[src/rtl/dnp3dfr_pkg.sv]
`timescale 1ns / 1ps

package dnp3dfr_pkg;

    localparam logic [15:0] CRC_POLY       = 16'hA6BC;
    localparam logic [15:0] CRC_FINAL_XOR  = 16'hFFFF;
    localparam logic [7:0]  START_OCTET_0  = 8'h05;
    localparam logic [7:0]  START_OCTET_1  = 8'h64;
    localparam logic [7:0]  MIN_LINK_LEN   = 8'd5;
    localparam logic [7:0]  MAX_USER_RESET = 8'd250;

    localparam int JQ_DEPTH = 2;
    localparam int JQ_AW    = 1;
    localparam int JQ_CW    = 2;
    localparam int OQ_DEPTH = 4;
    localparam int OQ_AW    = 2;
    localparam int OQ_CW    = 3;

    localparam logic KIND_DATA   = 1'b0;
    localparam logic KIND_REPORT = 1'b1;

    typedef enum logic [2:0] {
        ST_OK        = 3'd0,
        ST_BAD_START = 3'd1,
        ST_BAD_LEN   = 3'd2,
        ST_HDR_CRC   = 3'd3,
        ST_CAPACITY  = 3'd4,
        ST_BLK_CRC   = 3'd5,
        ST_TRUNC     = 3'd6
    } t_status;

    typedef enum logic [1:0] {
        PH_RX   = 2'd0,
        PH_DONE = 2'd1,
        PH_FAIL = 2'd2
    } t_phase;

    typedef enum logic [1:0] {
        BLK_FILL   = 2'd0,
        BLK_CRC_LO = 2'd1,
        BLK_CRC_HI = 2'd2
    } t_blk_stage;

    typedef struct packed {
        logic        has_data;
        logic        bank;
        logic [7:0]  len;
        logic        has_report;
        t_status     status;
        logic [7:0]  link_length;
        logic [7:0]  control;
        logic [15:0] dest_addr;
        logic [15:0] src_addr;
        logic [7:0]  user_length;
    } t_job;

    typedef struct packed {
        logic        kind;
        logic [7:0]  data_byte;
        logic        run_last;
        t_status     status;
        logic [7:0]  link_length;
        logic [7:0]  control;
        logic [15:0] dest_addr;
        logic [15:0] src_addr;
        logic [7:0]  user_length;
    } t_result;

    typedef struct packed {
        logic       job_full;
        logic [1:0] bank_release;
    } t_drain_stat;

    function automatic logic [15:0] crc_byte(input logic [15:0] crc, input logic [7:0] b);
        logic [15:0] c;
        c = crc ^ {8'h00, b};
        for (int i = 0; i < 8; i++) begin
            c = c[0] ? ((c >> 1) ^ CRC_POLY) : (c >> 1);
        end
        return c;
    endfunction

endpackage

[src/rtl/dnp3dfr_in_if.sv]
`timescale 1ns / 1ps

interface dnp3dfr_in_if;
    logic       valid;
    logic       ready;
    logic [7:0] octet;
    logic       buffer_end;

    modport source (output valid, octet, buffer_end, input ready);
    modport sink   (input valid, octet, buffer_end, output ready);
endinterface

[src/rtl/dnp3dfr_out_if.sv]
`timescale 1ns / 1ps

interface dnp3dfr_out_if;
    logic        valid;
    logic        ready;
    logic        kind;
    logic [7:0]  data_byte;
    logic        run_last;
    logic [2:0]  status;
    logic [7:0]  link_length;
    logic [7:0]  control;
    logic [15:0] dest_addr;
    logic [15:0] src_addr;
    logic [7:0]  user_length;

    modport source (output valid, kind, data_byte, run_last, status, link_length, control,
                    dest_addr, src_addr, user_length, input ready);
    modport sink   (input valid, kind, data_byte, run_last, status, link_length, control,
                    dest_addr, src_addr, user_length, output ready);
endinterface

[src/rtl/dnp3dfr_ram.sv]
`timescale 1ns / 1ps

module dnp3dfr_ram #(
    parameter int WIDTH = 8,
    parameter int DEPTH = 32
) (
    input  logic                     i_clk,
    input  logic                     i_we,
    input  logic [$clog2(DEPTH)-1:0] i_waddr,
    input  logic [WIDTH-1:0]         i_wdata,
    input  logic                     i_re,
    input  logic [$clog2(DEPTH)-1:0] i_raddr,
    output logic [WIDTH-1:0]         o_rdata
);

    logic [WIDTH-1:0] r_mem [DEPTH];
    logic [WIDTH-1:0] r_rdata;

    always_ff @(posedge i_clk) begin
        if (i_we) begin
            r_mem[i_waddr] <= i_wdata;
        end
        if (i_re) begin
            r_rdata <= r_mem[i_raddr];
        end
    end

    assign o_rdata = r_rdata;

endmodule

[src/rtl/dnp3dfr_rx.sv]
`timescale 1ns / 1ps

module dnp3dfr_rx
    import dnp3dfr_pkg::*;
#(
    parameter int BLOCK_BYTES = 16
) (
    input  logic                                 i_clk,
    input  logic                                 i_rst_n,
    dnp3dfr_in_if.sink                           i_in,
    input  logic                                 i_cfg_we,
    input  logic [7:0]                           i_cfg_wdata,
    input  t_drain_stat                          i_stat,
    output logic                                 o_job_push,
    output t_job                                 o_job,
    output logic                                 o_ram_we,
    output logic [$clog2(2*BLOCK_BYTES)-1:0]     o_ram_waddr,
    output logic [7:0]                           o_ram_wdata
);

    localparam int AW = $clog2(2 * BLOCK_BYTES);
    localparam int LW = $clog2(BLOCK_BYTES + 1);

    localparam logic [3:0] POS_START0 = 4'd0;
    localparam logic [3:0] POS_START1 = 4'd1;
    localparam logic [3:0] POS_LEN    = 4'd2;
    localparam logic [3:0] POS_CTRL   = 4'd3;
    localparam logic [3:0] POS_DEST_L = 4'd4;
    localparam logic [3:0] POS_DEST_H = 4'd5;
    localparam logic [3:0] POS_SRC_L  = 4'd6;
    localparam logic [3:0] POS_SRC_H  = 4'd7;
    localparam logic [3:0] POS_CRC_L  = 4'd8;
    localparam logic [3:0] POS_CRC_H  = 4'd9;
    localparam logic [3:0] POS_BODY   = 4'd10;

    logic [3:0]  r_pos,      n_pos;
    t_phase      r_phase,    n_phase;
    t_blk_stage  r_stage,    n_stage;
    t_status     r_fail,     n_fail;
    logic [15:0] r_crc,      n_crc;
    logic [7:0]  r_user_rem, n_user_rem;
    logic [LW-1:0] r_fill,   n_fill;
    logic [LW-1:0] r_blk_len, n_blk_len;
    logic        r_bank,     n_bank;
    logic [1:0]  r_busy,     n_busy;
    logic [7:0]  r_max_len;
    logic [7:0]  r_crc_lo,   n_crc_lo;
    logic [7:0]  r_hdr_len,  n_hdr_len;
    logic [7:0]  r_hdr_ctrl, n_hdr_ctrl;
    logic [15:0] r_hdr_dest, n_hdr_dest;
    logic [15:0] r_hdr_src,  n_hdr_src;

    logic        accept;
    logic        bank_stall;
    logic [7:0]  b;
    logic [7:0]  ur_hdr;
    logic        hdr_crc_bad;
    logic        blk_crc_bad;
    logic [1:0]  busy_set;

    assign b           = i_in.octet;
    assign bank_stall  = (r_phase == PH_RX) && (r_pos == POS_BODY) && (r_stage == BLK_FILL)
                         && r_busy[r_bank];
    assign i_in.ready  = !i_stat.job_full && !bank_stall;
    assign accept      = i_in.valid && i_in.ready;
    assign ur_hdr      = r_hdr_len - MIN_LINK_LEN;
    assign hdr_crc_bad = {b, r_crc_lo} != (r_crc ^ CRC_FINAL_XOR);
    assign blk_crc_bad = hdr_crc_bad;

    always_comb begin
        n_pos      = r_pos;
        n_phase    = r_phase;
        n_stage    = r_stage;
        n_fail     = r_fail;
        n_crc      = r_crc;
        n_user_rem = r_user_rem;
        n_fill     = r_fill;
        n_blk_len  = r_blk_len;
        n_bank     = r_bank;
        n_crc_lo   = r_crc_lo;
        n_hdr_len  = r_hdr_len;
        n_hdr_ctrl = r_hdr_ctrl;
        n_hdr_dest = r_hdr_dest;
        n_hdr_src  = r_hdr_src;
        busy_set   = 2'b00;
        o_job_push = 1'b0;
        o_job      = '0;
        o_ram_we   = 1'b0;
        o_ram_waddr = (r_bank ? AW'(BLOCK_BYTES) : AW'(0)) + AW'(r_fill);
        o_ram_wdata = b;

        if (accept && r_phase == PH_RX) begin
            if (r_pos != POS_BODY) begin
                if (r_pos < POS_CRC_L) begin
                    n_crc = crc_byte(r_crc, b);
                end
                n_pos = r_pos + 4'd1;
                unique case (r_pos)
                    POS_START0: begin
                        if (b != START_OCTET_0) begin
                            n_phase = PH_FAIL;
                            n_fail  = ST_BAD_START;
                        end
                    end
                    POS_START1: begin
                        if (b != START_OCTET_1) begin
                            n_phase = PH_FAIL;
                            n_fail  = ST_BAD_START;
                        end
                    end
                    POS_LEN: begin
                        n_hdr_len = b;
                        if (b < MIN_LINK_LEN) begin
                            n_phase = PH_FAIL;
                            n_fail  = ST_BAD_LEN;
                        end
                    end
                    POS_CTRL:   n_hdr_ctrl = b;
                    POS_DEST_L: n_hdr_dest[7:0] = b;
                    POS_DEST_H: n_hdr_dest[15:8] = b;
                    POS_SRC_L:  n_hdr_src[7:0] = b;
                    POS_SRC_H:  n_hdr_src[15:8] = b;
                    POS_CRC_L:  n_crc_lo = b;
                    POS_CRC_H: begin
                        if (hdr_crc_bad) begin
                            n_phase = PH_FAIL;
                            n_fail  = ST_HDR_CRC;
                        end else begin
                            n_user_rem = ur_hdr;
                            if (ur_hdr > r_max_len) begin
                                n_phase = PH_FAIL;
                                n_fail  = ST_CAPACITY;
                            end else if (ur_hdr == 8'd0) begin
                                n_phase = PH_DONE;
                            end else begin
                                n_blk_len = (ur_hdr < 8'(BLOCK_BYTES)) ? LW'(ur_hdr)
                                                                       : LW'(BLOCK_BYTES);
                                n_fill    = '0;
                                n_crc     = '0;
                                n_stage   = BLK_FILL;
                            end
                        end
                    end
                    default: ;
                endcase
            end else begin
                unique case (r_stage)
                    BLK_FILL: begin
                        o_ram_we = 1'b1;
                        n_crc    = crc_byte(r_crc, b);
                        n_fill   = r_fill + LW'(1);
                        if (n_fill == r_blk_len) begin
                            n_stage = BLK_CRC_LO;
                        end
                    end
                    BLK_CRC_LO: begin
                        n_crc_lo = b;
                        n_stage  = BLK_CRC_HI;
                    end
                    BLK_CRC_HI: begin
                        if (blk_crc_bad) begin
                            n_phase = PH_FAIL;
                            n_fail  = ST_BLK_CRC;
                        end else begin
                            o_job_push     = 1'b1;
                            o_job.has_data = 1'b1;
                            o_job.bank     = r_bank;
                            o_job.len      = 8'(r_blk_len);
                            busy_set[r_bank] = 1'b1;
                            n_bank         = !r_bank;
                            n_user_rem     = r_user_rem - 8'(r_blk_len);
                            if (n_user_rem == 8'd0) begin
                                n_phase = PH_DONE;
                            end else begin
                                n_blk_len = (n_user_rem < 8'(BLOCK_BYTES)) ? LW'(n_user_rem)
                                                                           : LW'(BLOCK_BYTES);
                                n_fill    = '0;
                                n_crc     = '0;
                                n_stage   = BLK_FILL;
                            end
                        end
                    end
                    default: ;
                endcase
            end
        end

        if (accept && i_in.buffer_end) begin
            o_job_push       = 1'b1;
            o_job.has_report = 1'b1;
            if (n_phase == PH_DONE) begin
                o_job.status      = ST_OK;
                o_job.link_length = n_hdr_len;
                o_job.control     = n_hdr_ctrl;
                o_job.dest_addr   = n_hdr_dest;
                o_job.src_addr    = n_hdr_src;
                o_job.user_length = n_hdr_len - MIN_LINK_LEN;
            end else begin
                o_job.status = (n_phase == PH_FAIL) ? n_fail : ST_TRUNC;
            end
            n_pos      = POS_START0;
            n_phase    = PH_RX;
            n_stage    = BLK_FILL;
            n_fail     = ST_OK;
            n_crc      = '0;
            n_user_rem = '0;
            n_fill     = '0;
            n_blk_len  = '0;
        end

        n_busy = (r_busy & ~i_stat.bank_release) | busy_set;
    end

    always_ff @(posedge i_clk) begin
        if (!i_rst_n) begin
            r_pos      <= POS_START0;
            r_phase    <= PH_RX;
            r_stage    <= BLK_FILL;
            r_fail     <= ST_OK;
            r_crc      <= '0;
            r_user_rem <= '0;
            r_fill     <= '0;
            r_blk_len  <= '0;
            r_bank     <= 1'b0;
            r_busy     <= 2'b00;
            r_max_len  <= MAX_USER_RESET;
        end else begin
            r_pos      <= n_pos;
            r_phase    <= n_phase;
            r_stage    <= n_stage;
            r_fail     <= n_fail;
            r_crc      <= n_crc;
            r_user_rem <= n_user_rem;
            r_fill     <= n_fill;
            r_blk_len  <= n_blk_len;
            r_bank     <= n_bank;
            r_busy     <= n_busy;
            if (i_cfg_we) begin
                r_max_len <= i_cfg_wdata;
            end
        end
    end

    always_ff @(posedge i_clk) begin
        r_crc_lo   <= n_crc_lo;
        r_hdr_len  <= n_hdr_len;
        r_hdr_ctrl <= n_hdr_ctrl;
        r_hdr_dest <= n_hdr_dest;
        r_hdr_src  <= n_hdr_src;
    end

endmodule

[src/rtl/dnp3dfr_drain.sv]
`timescale 1ns / 1ps

module dnp3dfr_drain
    import dnp3dfr_pkg::*;
#(
    parameter int BLOCK_BYTES = 16
) (
    input  logic                             i_clk,
    input  logic                             i_rst_n,
    input  logic                             i_job_push,
    input  t_job                             i_job,
    output t_drain_stat                      o_stat,
    output logic                             o_ram_re,
    output logic [$clog2(2*BLOCK_BYTES)-1:0] o_ram_raddr,
    input  logic [7:0]                       i_ram_rdata,
    dnp3dfr_out_if.source                    o_out
);

    localparam int AW = $clog2(2 * BLOCK_BYTES);
    localparam int LW = $clog2(BLOCK_BYTES + 1);

    t_job            r_jq [JQ_DEPTH];
    logic [JQ_AW-1:0] r_jq_rd, r_jq_wr;
    logic [JQ_CW-1:0] r_jq_cnt, n_jq_cnt;
    logic [LW-1:0]   r_idx, n_idx;

    logic            r_s1_valid;
    t_result         r_s1, n_s1;

    t_result         r_oq [OQ_DEPTH];
    logic [OQ_AW-1:0] r_oq_rd, r_oq_wr;
    logic [OQ_CW-1:0] r_oq_cnt, n_oq_cnt;

    t_job            head;
    logic            has_job;
    logic            space;
    logic            issue;
    logic            in_data;
    logic            last_data;
    logic            jq_pop;
    logic            oq_pop;
    logic [1:0]      release_bank;
    t_result         oq_item;
    t_result         oq_head;

    assign head      = r_jq[r_jq_rd];
    assign has_job   = r_jq_cnt != '0;
    assign space     = (r_oq_cnt + OQ_CW'(r_s1_valid)) < OQ_CW'(OQ_DEPTH);
    assign issue     = has_job && space;
    assign in_data   = head.has_data && (8'(r_idx) != head.len);
    assign last_data = (8'(r_idx) + 8'd1) == head.len;

    always_comb begin
        o_ram_re     = 1'b0;
        o_ram_raddr  = (head.bank ? AW'(BLOCK_BYTES) : AW'(0)) + AW'(r_idx);
        n_s1         = '0;
        n_idx        = r_idx;
        jq_pop       = 1'b0;
        release_bank = 2'b00;
        if (issue) begin
            if (in_data) begin
                o_ram_re      = 1'b1;
                n_s1.kind     = KIND_DATA;
                n_s1.run_last = last_data && !head.has_report;
                n_idx         = r_idx + LW'(1);
                if (last_data) begin
                    release_bank[head.bank] = 1'b1;
                    if (!head.has_report) begin
                        jq_pop = 1'b1;
                        n_idx  = '0;
                    end
                end
            end else begin
                n_s1.kind        = KIND_REPORT;
                n_s1.run_last    = 1'b1;
                n_s1.status      = head.status;
                n_s1.link_length = head.link_length;
                n_s1.control     = head.control;
                n_s1.dest_addr   = head.dest_addr;
                n_s1.src_addr    = head.src_addr;
                n_s1.user_length = head.user_length;
                jq_pop           = 1'b1;
                n_idx            = '0;
            end
        end
    end

    always_comb begin
        oq_item = r_s1;
        if (r_s1.kind == KIND_DATA) begin
            oq_item.data_byte = i_ram_rdata;
        end
    end

    assign oq_pop   = o_out.valid && o_out.ready;
    assign n_jq_cnt = r_jq_cnt + JQ_CW'(i_job_push) - JQ_CW'(jq_pop);
    assign n_oq_cnt = r_oq_cnt + OQ_CW'(r_s1_valid) - OQ_CW'(oq_pop);

    assign o_stat.job_full     = r_jq_cnt == JQ_CW'(JQ_DEPTH);
    assign o_stat.bank_release = release_bank;

    always_ff @(posedge i_clk) begin
        if (!i_rst_n) begin
            r_jq_rd    <= '0;
            r_jq_wr    <= '0;
            r_jq_cnt   <= '0;
            r_idx      <= '0;
            r_s1_valid <= 1'b0;
            r_oq_rd    <= '0;
            r_oq_wr    <= '0;
            r_oq_cnt   <= '0;
        end else begin
            r_jq_cnt   <= n_jq_cnt;
            r_idx      <= n_idx;
            r_s1_valid <= issue;
            r_oq_cnt   <= n_oq_cnt;
            if (i_job_push) begin
                r_jq_wr <= r_jq_wr + JQ_AW'(1);
            end
            if (jq_pop) begin
                r_jq_rd <= r_jq_rd + JQ_AW'(1);
            end
            if (r_s1_valid) begin
                r_oq_wr <= r_oq_wr + OQ_AW'(1);
            end
            if (oq_pop) begin
                r_oq_rd <= r_oq_rd + OQ_AW'(1);
            end
        end
    end

    always_ff @(posedge i_clk) begin
        if (i_job_push) begin
            r_jq[r_jq_wr] <= i_job;
        end
        if (issue) begin
            r_s1 <= n_s1;
        end
        if (r_s1_valid) begin
            r_oq[r_oq_wr] <= oq_item;
        end
    end

    assign oq_head           = r_oq[r_oq_rd];
    assign o_out.valid       = r_oq_cnt != '0;
    assign o_out.kind        = oq_head.kind;
    assign o_out.data_byte   = oq_head.data_byte;
    assign o_out.run_last    = oq_head.run_last;
    assign o_out.status      = oq_head.status;
    assign o_out.link_length = oq_head.link_length;
    assign o_out.control     = oq_head.control;
    assign o_out.dest_addr   = oq_head.dest_addr;
    assign o_out.src_addr    = oq_head.src_addr;
    assign o_out.user_length = oq_head.user_length;

endmodule

[src/rtl/dnp3_link_deframer.sv]
// Path: a verified data block or frame report goes via the job queue, read stage and output
//   queue to o_out after its last octet (block CRC high octet or buffer end) is accepted.
// Throughput: one octet per cycle; data leaves a two-bank block RAM one byte per cycle while o_out.ready is high.
//   Input waits while both job slots are full or the bank to be filled is still draining.
// Reset: i_rst_n synchronous, active low; clears frame state and queues, max_user_len = 250.
`timescale 1ns / 1ps

module dnp3_link_deframer
    import dnp3dfr_pkg::*;
#(
    parameter int BLOCK_BYTES = 16
) (
    input  logic          i_clk,
    input  logic          i_rst_n,
    dnp3dfr_in_if.sink    i_in,
    dnp3dfr_out_if.source o_out,
    input  logic          i_cfg_we,
    input  logic [7:0]    i_cfg_wdata
);

    localparam int AW = $clog2(2 * BLOCK_BYTES);

    t_drain_stat   stat;
    logic          job_push;
    t_job          job;
    logic          ram_we;
    logic [AW-1:0] ram_waddr;
    logic [7:0]    ram_wdata;
    logic          ram_re;
    logic [AW-1:0] ram_raddr;
    logic [7:0]    ram_rdata;

    dnp3dfr_rx #(
        .BLOCK_BYTES (BLOCK_BYTES)
    ) u_rx (
        .i_clk       (i_clk),
        .i_rst_n     (i_rst_n),
        .i_in        (i_in),
        .i_cfg_we    (i_cfg_we),
        .i_cfg_wdata (i_cfg_wdata),
        .i_stat      (stat),
        .o_job_push  (job_push),
        .o_job       (job),
        .o_ram_we    (ram_we),
        .o_ram_waddr (ram_waddr),
        .o_ram_wdata (ram_wdata)
    );

    dnp3dfr_ram #(
        .WIDTH (8),
        .DEPTH (2 * BLOCK_BYTES)
    ) u_blk_ram (
        .i_clk   (i_clk),
        .i_we    (ram_we),
        .i_waddr (ram_waddr),
        .i_wdata (ram_wdata),
        .i_re    (ram_re),
        .i_raddr (ram_raddr),
        .o_rdata (ram_rdata)
    );

    dnp3dfr_drain #(
        .BLOCK_BYTES (BLOCK_BYTES)
    ) u_drain (
        .i_clk       (i_clk),
        .i_rst_n     (i_rst_n),
        .i_job_push  (job_push),
        .i_job       (job),
        .o_stat      (stat),
        .o_ram_re    (ram_re),
        .o_ram_raddr (ram_raddr),
        .i_ram_rdata (ram_rdata),
        .o_out       (o_out)
    );

    // a bank being drained is never written
    a_no_rw_clash: assert property (@(posedge i_clk) disable iff (!i_rst_n)
        (ram_we && ram_re) |-> (ram_waddr != ram_raddr))
        else $error("block ram write hits an address being drained");

    a_job_no_overflow: assert property (@(posedge i_clk) disable iff (!i_rst_n)
        job_push |-> !stat.job_full)
        else $error("job queue overflow");

    a_report_last: assert property (@(posedge i_clk) disable iff (!i_rst_n)
        (o_out.valid && o_out.kind == KIND_REPORT) |-> o_out.run_last)
        else $error("frame report not marked last");

endmodule

[src/flat_wrapper.sv]
// flat-port wrapper written by rule: the top's interface ports become plain ports
module dnp3_link_deframer_flat import dnp3dfr_pkg::*;
#(
    parameter int BLOCK_BYTES = 16
)
  (i_clk, i_rst_n, i_cfg_we, i_cfg_wdata, i_in_valid, i_in_octet, i_in_buffer_end, i_in_ready, o_out_valid, o_out_kind, o_out_data_byte, o_out_run_last, o_out_status, o_out_link_length, o_out_control, o_out_dest_addr, o_out_src_addr, o_out_user_length, o_out_ready);
  dnp3dfr_in_if i_in_i ();
  dnp3dfr_out_if o_out_i ();
  input  logic i_clk;
  input  logic i_rst_n;
  input  logic i_cfg_we;
  input  logic [7:0] i_cfg_wdata;
  input wire logic [$bits(i_in_i.valid)-1:0] i_in_valid;
  input wire logic [$bits(i_in_i.octet)-1:0] i_in_octet;
  input wire logic [$bits(i_in_i.buffer_end)-1:0] i_in_buffer_end;
  output wire logic [$bits(i_in_i.ready)-1:0] i_in_ready;
  output wire logic [$bits(o_out_i.valid)-1:0] o_out_valid;
  output wire logic [$bits(o_out_i.kind)-1:0] o_out_kind;
  output wire logic [$bits(o_out_i.data_byte)-1:0] o_out_data_byte;
  output wire logic [$bits(o_out_i.run_last)-1:0] o_out_run_last;
  output wire logic [$bits(o_out_i.status)-1:0] o_out_status;
  output wire logic [$bits(o_out_i.link_length)-1:0] o_out_link_length;
  output wire logic [$bits(o_out_i.control)-1:0] o_out_control;
  output wire logic [$bits(o_out_i.dest_addr)-1:0] o_out_dest_addr;
  output wire logic [$bits(o_out_i.src_addr)-1:0] o_out_src_addr;
  output wire logic [$bits(o_out_i.user_length)-1:0] o_out_user_length;
  input wire logic [$bits(o_out_i.ready)-1:0] o_out_ready;
  assign i_in_i.valid = i_in_valid;
  assign i_in_i.octet = i_in_octet;
  assign i_in_i.buffer_end = i_in_buffer_end;
  assign i_in_ready = i_in_i.ready;
  assign o_out_valid = o_out_i.valid;
  assign o_out_kind = o_out_i.kind;
  assign o_out_data_byte = o_out_i.data_byte;
  assign o_out_run_last = o_out_i.run_last;
  assign o_out_status = o_out_i.status;
  assign o_out_link_length = o_out_i.link_length;
  assign o_out_control = o_out_i.control;
  assign o_out_dest_addr = o_out_i.dest_addr;
  assign o_out_src_addr = o_out_i.src_addr;
  assign o_out_user_length = o_out_i.user_length;
  assign o_out_i.ready = o_out_ready;
  dnp3_link_deframer #(.BLOCK_BYTES(BLOCK_BYTES)) u_core (.i_clk(i_clk), .i_rst_n(i_rst_n), .i_in(i_in_i), .o_out(o_out_i), .i_cfg_we(i_cfg_we), .i_cfg_wdata(i_cfg_wdata));
endmodule
[config.mk]
export PLATFORM = sky130hd
export DESIGN_NAME = dnp3_link_deframer_flat
export DESIGN_NICKNAME = d
export VERILOG_FILES = /design/src/rtl/dnp3dfr_pkg.sv /design/src/rtl/dnp3dfr_in_if.sv /design/src/rtl/dnp3dfr_out_if.sv /design/src/rtl/dnp3dfr_ram.sv /design/src/rtl/dnp3dfr_rx.sv /design/src/rtl/dnp3dfr_drain.sv /design/src/rtl/dnp3_link_deframer.sv /design/src/flat_wrapper.sv
export SDC_FILE = /design/constraint.sdc
export NUM_CORES = 1
export LEC_CHECK = 0
export BUFFER_PORTS_ARGS = -buffer_cell sky130_fd_sc_hd__buf_2
export CORE_MARGIN = 3
export CORE_UTILIZATION = 40
export DETAILED_ROUTE_END_ITERATION = 7
export PLACE_DENSITY = 0.53
export SLEW_MARGIN = 30
export SYNTH_ARGS = -nofsm -noshare
export SYNTH_HDL_FRONTEND = slang
export SYNTH_SLANG_ARGS = --single-unit
[constraint.sdc]
create_clock -name i_clk -period 11.95 [get_ports i_clk]
set_input_delay 1.195 -clock i_clk [delete_from_list [all_inputs] [get_ports i_clk]]
set_output_delay 1.195 -clock i_clk [all_outputs]
set_load 0.005 [all_outputs]
==> flow_metrics.env, run 1 <==
export IMPL_status="completed"
export IMPL_maxCapViolations=0
export IMPL_crit_arrival_ns=3.10
export IMPL_period_share_pct=35.9
export IMPL_leakage_uw=0.0130
export IMPL_min_path_type="register to register"
export IMPL_final_area_um2=39800
export IMPL_area_delta_synth_final_pct=14.1
export IMPL_port_buffer_count=92
export IMPL_nets=2208
export IMPL_seq_power_share_pct=46.2
export IMPL_drt_total_wl_um=74400
export IMPL_fp_row_count=107
export IMPL_clk_path_buf_depth=3
export IMPL_start_kind="register"
export IMPL_die_area_um2=90700
export IMPL_die_height_um=301
export IMPL_n_fill_cell=7344
export IMPL_clk_latency_ns=0.65
export IMPL_layout_common_cells="743 x edfxtp_1, 165 x nor2_1, 149 x mux4_2"
export IMPL_async_flop_share_pct=0
export IMPL_place_gp_congestion=0.857
export IMPL_netSwitchingFraction_pct=27.5
export IMPL_synth_edf_count=743
export IMPL_clkPwrFrac_pct=33.5
export IMPL_post_cts_setup_buffers=0
export IMPL_syn_cell_area_um2=34800
export IMPL_slew_headroom_pct=34.8
export IMPL_firstDrtPassIters=7
export IMPL_timing_hold_violations_final=0
export IMPL_fin_skew_ns=0.0175
export IMPL_root_buffer="clkbuf_16"
export IMPL_io_pins=93
export IMPL_ys_top_cells_by_area="edfxtp_1 64%, mux4_2 9.6%, dfxtp_1 7.1%"
export IMPL_p_int_uw=6230
export IMPL_grt_max_degree=68
export IMPL_crit_type="register to output port"
export IMPL_coreArea_um2=85800
export IMPL_rsz0062_at_grt="no"
export IMPL_final_common_cell="edfxtp_1"
export IMPL_synth_largest_area_cell="edfxtp_1"
export IMPL_p_switching_uw=2360
export IMPL_grt_overflow=0
export IMPL_clkTransAtPathRegs_ns=0.06
export IMPL_yosysSeqAreaShare_pct=71.2
export IMPL_hpwl_um=47300
export IMPL_first_iter_violations=1287
export IMPL_routedWlPerCell_um=22.1
export IMPL_setup_viol=0
export IMPL_place_area_um2=36600
export IMPL_antenna_found_initial=2
export IMPL_required_ns=10.76
export IMPL_synth_flop_cell="edfxtp_1"
export IMPL_initial_utilization_pct=40.6
export IMPL_cts_tree="yes"
export IMPL_synthCells=2024
export IMPL_ys_ff_latch=867
export IMPL_power_frac_comb_pct=20.3
export IMPL_via_count=17700
export IMPL_grt_pass1_wl_um=114000
export IMPL_die_w_um=301
export IMPL_synth_distinct_cells=87
export IMPL_grt_pass1_vias=18700
export IMPL_ant_nets=0
export IMPL_hold_buffers=0
export IMPL_grt_usage_pct=16.6
export IMPL_tns_ns=0
export IMPL_avgSynthCellArea_um2=17.2
export IMPL_ctsResizeCount=0
export IMPL_critical_path_max_fanout=37
export IMPL_drc_errors=0
export IMPL_htreeDepth=3
export IMPL_synth_top_area_share_pct=64.1
export IMPL_power_density_nw_per_um2=216
export IMPL_fmax_mhz=233
export IMPL_post_route_util_pct=46.3
export IMPL_drive_gt1_share_pct=23.5
export IMPL_numCtsBuffers=94
export IMPL_ys_warn_count=0
export IMPL_irDropWorstVdd_mv=0.135
export IMPL_timing_hold_ws_ns=0.462
export IMPL_worst_pin_slew_ns=0.974
export IMPL_slew_viol_final=0
export IMPL_via_per_inst=5.25
export IMPL_cts_sink_count=867
export IMPL_period_needed_ns=4.29
export IMPL_end_kind="output port"
export IMPL_synth_nets=2085
==> cells by family after synthesis <==
kind of cell / synth area share (%)
DFF: 71.2
and+or+nand+nor: 6.17
muxes: 13.7
buffers and inverters: 1.87
AOI/OAI and AO/OA: 2.89
xor gates and xnor gates: 2.72
adders and majority gates: 1.42
==> stage by stage <==
step / instances / total power (µW) / worst slack, ns
finish: 3372 / 8590 / 7.66
global route: 3371 / 9020 / 7.35
CTS: 3370 / 8740 / 7.48
detailed placement: 3194 / 5830 / 7.50
global placement: 3194 / 5790 / 7.54
floorplan: 2024 / 5200 / 5.88
==> power by group through the flow <==
stage / Clock (µW) / Combinational [µW] / Sequential [µW]
6_report: 2880 / 1750 / 3970
5_1_grt: 3080 / 1920 / 4020
4_1_cts: 2970 / 1790 / 3980
3_5_place_dp: 0 / 1780 / 4040
3_3_place_gp: 0 / 1770 / 4020
2_1_floorplan: 0 / 1290 / 3910
==> critical path, cell delays in order (launching register included) <==
cell and delay, ns:
dfxtp_4 0.82, buf_4 0.74, mux4_2 0.64, buf_2 0.15
==> Yosys cell counts (16+ instances only) <==
master,instances
dfxtp_1,124
xor2_1,24
o21ai_0,29
nand2_1,79
nor2b_2,18
nor3_1,23
nand3_1,21
mux2_2,45
o22ai_1,21
nor2b_1,40
edfxtp_1,743
inv_1,58
a21oi_1,22
mux4_2,149
mux2i_1,91
xnor2_1,79
buf_2,16
ha_1,38
clkbuf_1,58
nor2_1,172
==> final timing paths <==
check | slack, ns | cells after the start | from | to
max | 7.66 | 3 | register | o_out_src_addr[6]
min | 0.46 | 2 | u_core.u_rx.r_hdr_src[9] | u_core.u_rx.r_hdr_src[9]
max reg2reg | 8.04 | 14 | u_core.u_rx.r_hdr_len[0] | u_core.u_drain.r_jq[1][19]
min reg2reg | 0.46 | 2 | u_core.u_rx.r_hdr_src[9] | u_core.u_rx.r_hdr_src[9]
==> final cells by class <==
type	count	area, µm²	area share [%]
sequential	867	24800	62.4
multi-input combinational	1004	9450	23.8
clock buffer	134	2690	6.75
tap	1144	1430	3.60
timing repair buffer	121	709	1.78
clock inverter	42	453	1.14
inverter	59	221	0.557
antenna	1	2.50	0.00629
==> sequential cells by signal (all words and copies together) (netlist names), 3 cells and up, named ones only <==
name                      count
u_core.u_blk_ram.o_rdata      8
u_core.u_blk_ram.r_mem      256
u_core.u_drain.oq_item       61
u_core.u_drain.r_idx          5
u_core.u_drain.r_jq         134
u_core.u_drain.r_oq         276
u_core.u_drain.r_oq_cnt       3
u_core.u_rx.r_blk_len         5
u_core.u_rx.r_crc            16
u_core.u_rx.r_crc_lo          8
u_core.u_rx.r_fail            3
u_core.u_rx.r_fill            5
u_core.u_rx.r_hdr_ctrl        8
u_core.u_rx.r_hdr_dest       16
u_core.u_rx.r_hdr_len         8
u_core.u_rx.r_hdr_src        16
u_core.u_rx.r_max_len         8
u_core.u_rx.r_pos             4
u_core.u_rx.r_user_rem        8
==> per-layer routing <==
layer	track usage, %	vias to the layer above	wire (µm)
met5	0	-	0
met4	5.01	0	1620
met3	2.61	115	3040
met2	27.9	373	37200
met1	22.3	9158	32600
li1	-	8054	-
Power figures use the tool's default switching activity.
==> run 2: changes to the inputs <==
--- a/config.mk
+++ b/config.mk
@@ -9,7 +9,7 @@
 export CORE_MARGIN = 3
 export CORE_UTILIZATION = 40
 export DETAILED_ROUTE_END_ITERATION = 7
-export PLACE_DENSITY = 0.53
+export PLACE_DENSITY = 0.55
 export SLEW_MARGIN = 30
 export SYNTH_ARGS = -nofsm -noshare
 export SYNTH_HDL_FRONTEND = slang
==> constraint.sdc (replaced) <==
create_clock -name i_clk -period 3.8 [get_ports i_clk]
set_input_delay 0.38 -clock i_clk [delete_from_list [all_inputs] [get_ports i_clk]]
set_output_delay 0.38 -clock i_clk [all_outputs]
set_load 0.005 [all_outputs]
==> flow_metrics.env, run 2 (synthesis gave the netlist of run 1 again) <==
export IMPL_ant_nets=0
export IMPL_place_area_um2=37200
export IMPL_power_total_uw=27000
export IMPL_clkPwrFrac_pct=32.5
export IMPL_period_share_pct=94.0
export IMPL_leakage_uw=0.0134
export IMPL_start_kind="register"
export IMPL_final_area_um2=40300
export IMPL_place_ws_ns=0.228
export IMPL_largest_reg_flops=276
export IMPL_firstDrtPassIters=5
export IMPL_antenna_found_initial=4
export IMPL_setup_slack_ns=0.226
export IMPL_slew_headroom_pct=42.5
export IMPL_slew_viol_final=0
export IMPL_fin_cells=3438
export IMPL_end_kind="register"
export IMPL_crit_arrival_ns=4.03
export IMPL_clk_path_buf_depth=3
export IMPL_die_area_um2=90700
export IMPL_setup_viol=0
export IMPL_coreArea_um2=85800
export IMPL_via_count=17900
export IMPL_status="completed"
export IMPL_via_per_inst=5.20
export IMPL_seq_power_share_pct=45.9
export IMPL_first_iter_violations=1150
export IMPL_drc_errors=0
export IMPL_power_density_nw_per_um2=670
export IMPL_htreeDepth=3
export IMPL_dp_cells=3261
export IMPL_fmax_mhz=280
export IMPL_io_pins=93
export IMPL_clk_latency_ns=0.65
export IMPL_layout_common_cells="743 x edfxtp_1, 170 x nor2_1, 149 x mux4_2"
export IMPL_grt_usage_pct=16.5
export IMPL_port_buffer_count=92
export IMPL_rsz0062_at_grt="no"
export IMPL_min_path_type="input port to register"
export IMPL_hpwl_um=47100
export IMPL_largestRegisters="u_core.u_drain.r_oq (276), u_core.u_blk_ram.r_mem (256), u_core.u_drain.r_jq (134)"
export IMPL_period_needed_ns=3.57
export IMPL_cts_sink_count=867
export IMPL_grt_pass1_vias=18800
export IMPL_n_fill_cell=7321
export IMPL_grt_max_degree=69
export IMPL_tns_ns=0
export IMPL_grt_pass1_wl_um=114000
export IMPL_die_w_um=301
export IMPL_required_ns=4.26
export IMPL_diodes=0
export IMPL_multi_input_area_um2=9440
export IMPL_largest_register="u_core.u_drain.r_oq"
export IMPL_grt_overflow=0
export IMPL_netSwitchingFraction_pct=27.7
export IMPL_maxCapViolations=0
export IMPL_nets=2279
export IMPL_clkTransAtPathRegs_ns=0.06
export IMPL_power_frac_comb_pct=21.6
export IMPL_numCtsBuffers=92
export IMPL_worst_pin_slew_ns=0.856
export IMPL_die_height_um=301
export IMPL_final_common_cell="edfxtp_1"
export IMPL_drt_total_wl_um=74000
export IMPL_area_delta_synth_final_pct=15.8
export IMPL_irDropWorstVdd_mv=0.357
export IMPL_routedWlPerCell_um=21.5
export IMPL_root_buffer="clkbuf_16"
export IMPL_timing_hold_violations_final=0
export IMPL_drive_gt1_share_pct=25.3
export IMPL_crit_type="register to register"
export IMPL_p_int_uw=19500
export IMPL_fp_row_count=107
export IMPL_initial_utilization_pct=40.6
export IMPL_cts_tree="yes"
export IMPL_p_switching_uw=7490
export IMPL_fin_skew_ns=0.0391
export IMPL_critical_path_max_fanout=56
export IMPL_regArea_um2=24800
export IMPL_place_gp_congestion=0.848
==> run 2: changes by cell type in the layout (fill, tap and decap cells not counted), sizes merged, moves of 5 or more <==
cell         change
buf             +67
clkbuf          -10
dlygate4sd3      +6
clkinv           +5
==> run 2: critical path, stage by stage (launching register included) <==
cell	delay [ns]
dfxtp_1	0.38
or3_4	0.42
nor2_1	0.14
xor2_1	0.24
ha_1	0.28
o21ai_0	0.17
nor2_1	0.10
nand4bb_2	0.32
and2_2	0.26
o41ai_4	0.49
o211ai_4	0.14
buf_12	0.22
nor2b_1	0.20
==> run 2: repair_timing <==
action	in CTS	in global routing
hold buffers	6	0
setup buffers	0	1
resized for setup	0	5
endpoints found under the setup margin	0	116
endpoints found under the hold margin	6	0
==> run 2: cell type report <==
cell class	count	area share, %
Clock buffer	124	6.33
Clock inverter	46	1.19
Inverter	59	0.549
Multi-Input combinational cell	1004	23.4
Sequential cell	867	61.5
Tap cell	1144	3.55
Timing Repair Buffer	194	3.48
==> run 2: power by group through the flow <==
stage,registers (µW),logic (µW),clock network (µW)
finish,12400,5840,8780
global route,12500,6400,9440
CTS,12400,5950,9030
detailed placement,12600,5900,0
global placement,12600,5900,0
floorplan,12300,4060,0
==> run 2: final timing paths <==
| check | from | to | slack (ns) | depth (start not counted) |
|---|---|---|---|---|
| hold reg to reg | u_core.u_rx.r_hdr_src[1] | u_core.u_rx.r_hdr_src[1] | 0.46 | 2 |
| setup / recovery | u_core.u_rx.r_hdr_len[3] | u_core.u_drain.r_jq[0][20] | 0.23 | 12 |
| setup reg to reg | u_core.u_rx.r_hdr_len[3] | u_core.u_drain.r_jq[0][20] | 0.23 | 12 |
| hold / removal | i_cfg_wdata[4] | u_core.u_rx.r_max_len[4] | 0.04 | 3 |
==> run 2: routing by layer <==
metal	wire length, µm	global-route usage [%]
met2	35400	26.7
met3	3380	2.79
met1	33900	23.3
met5	23	0
met4	1290	4.10
==> run 2: stage by stage <==
step                      util (%)  hold slack [ns]
after global placement        43.4            0.431
after detailed placement      43.4            0.447
after CTS                     47.0          0.00475
after global routing          47.0           0.0159
final                         47.0           0.0387
after floorplan                  -            0.421
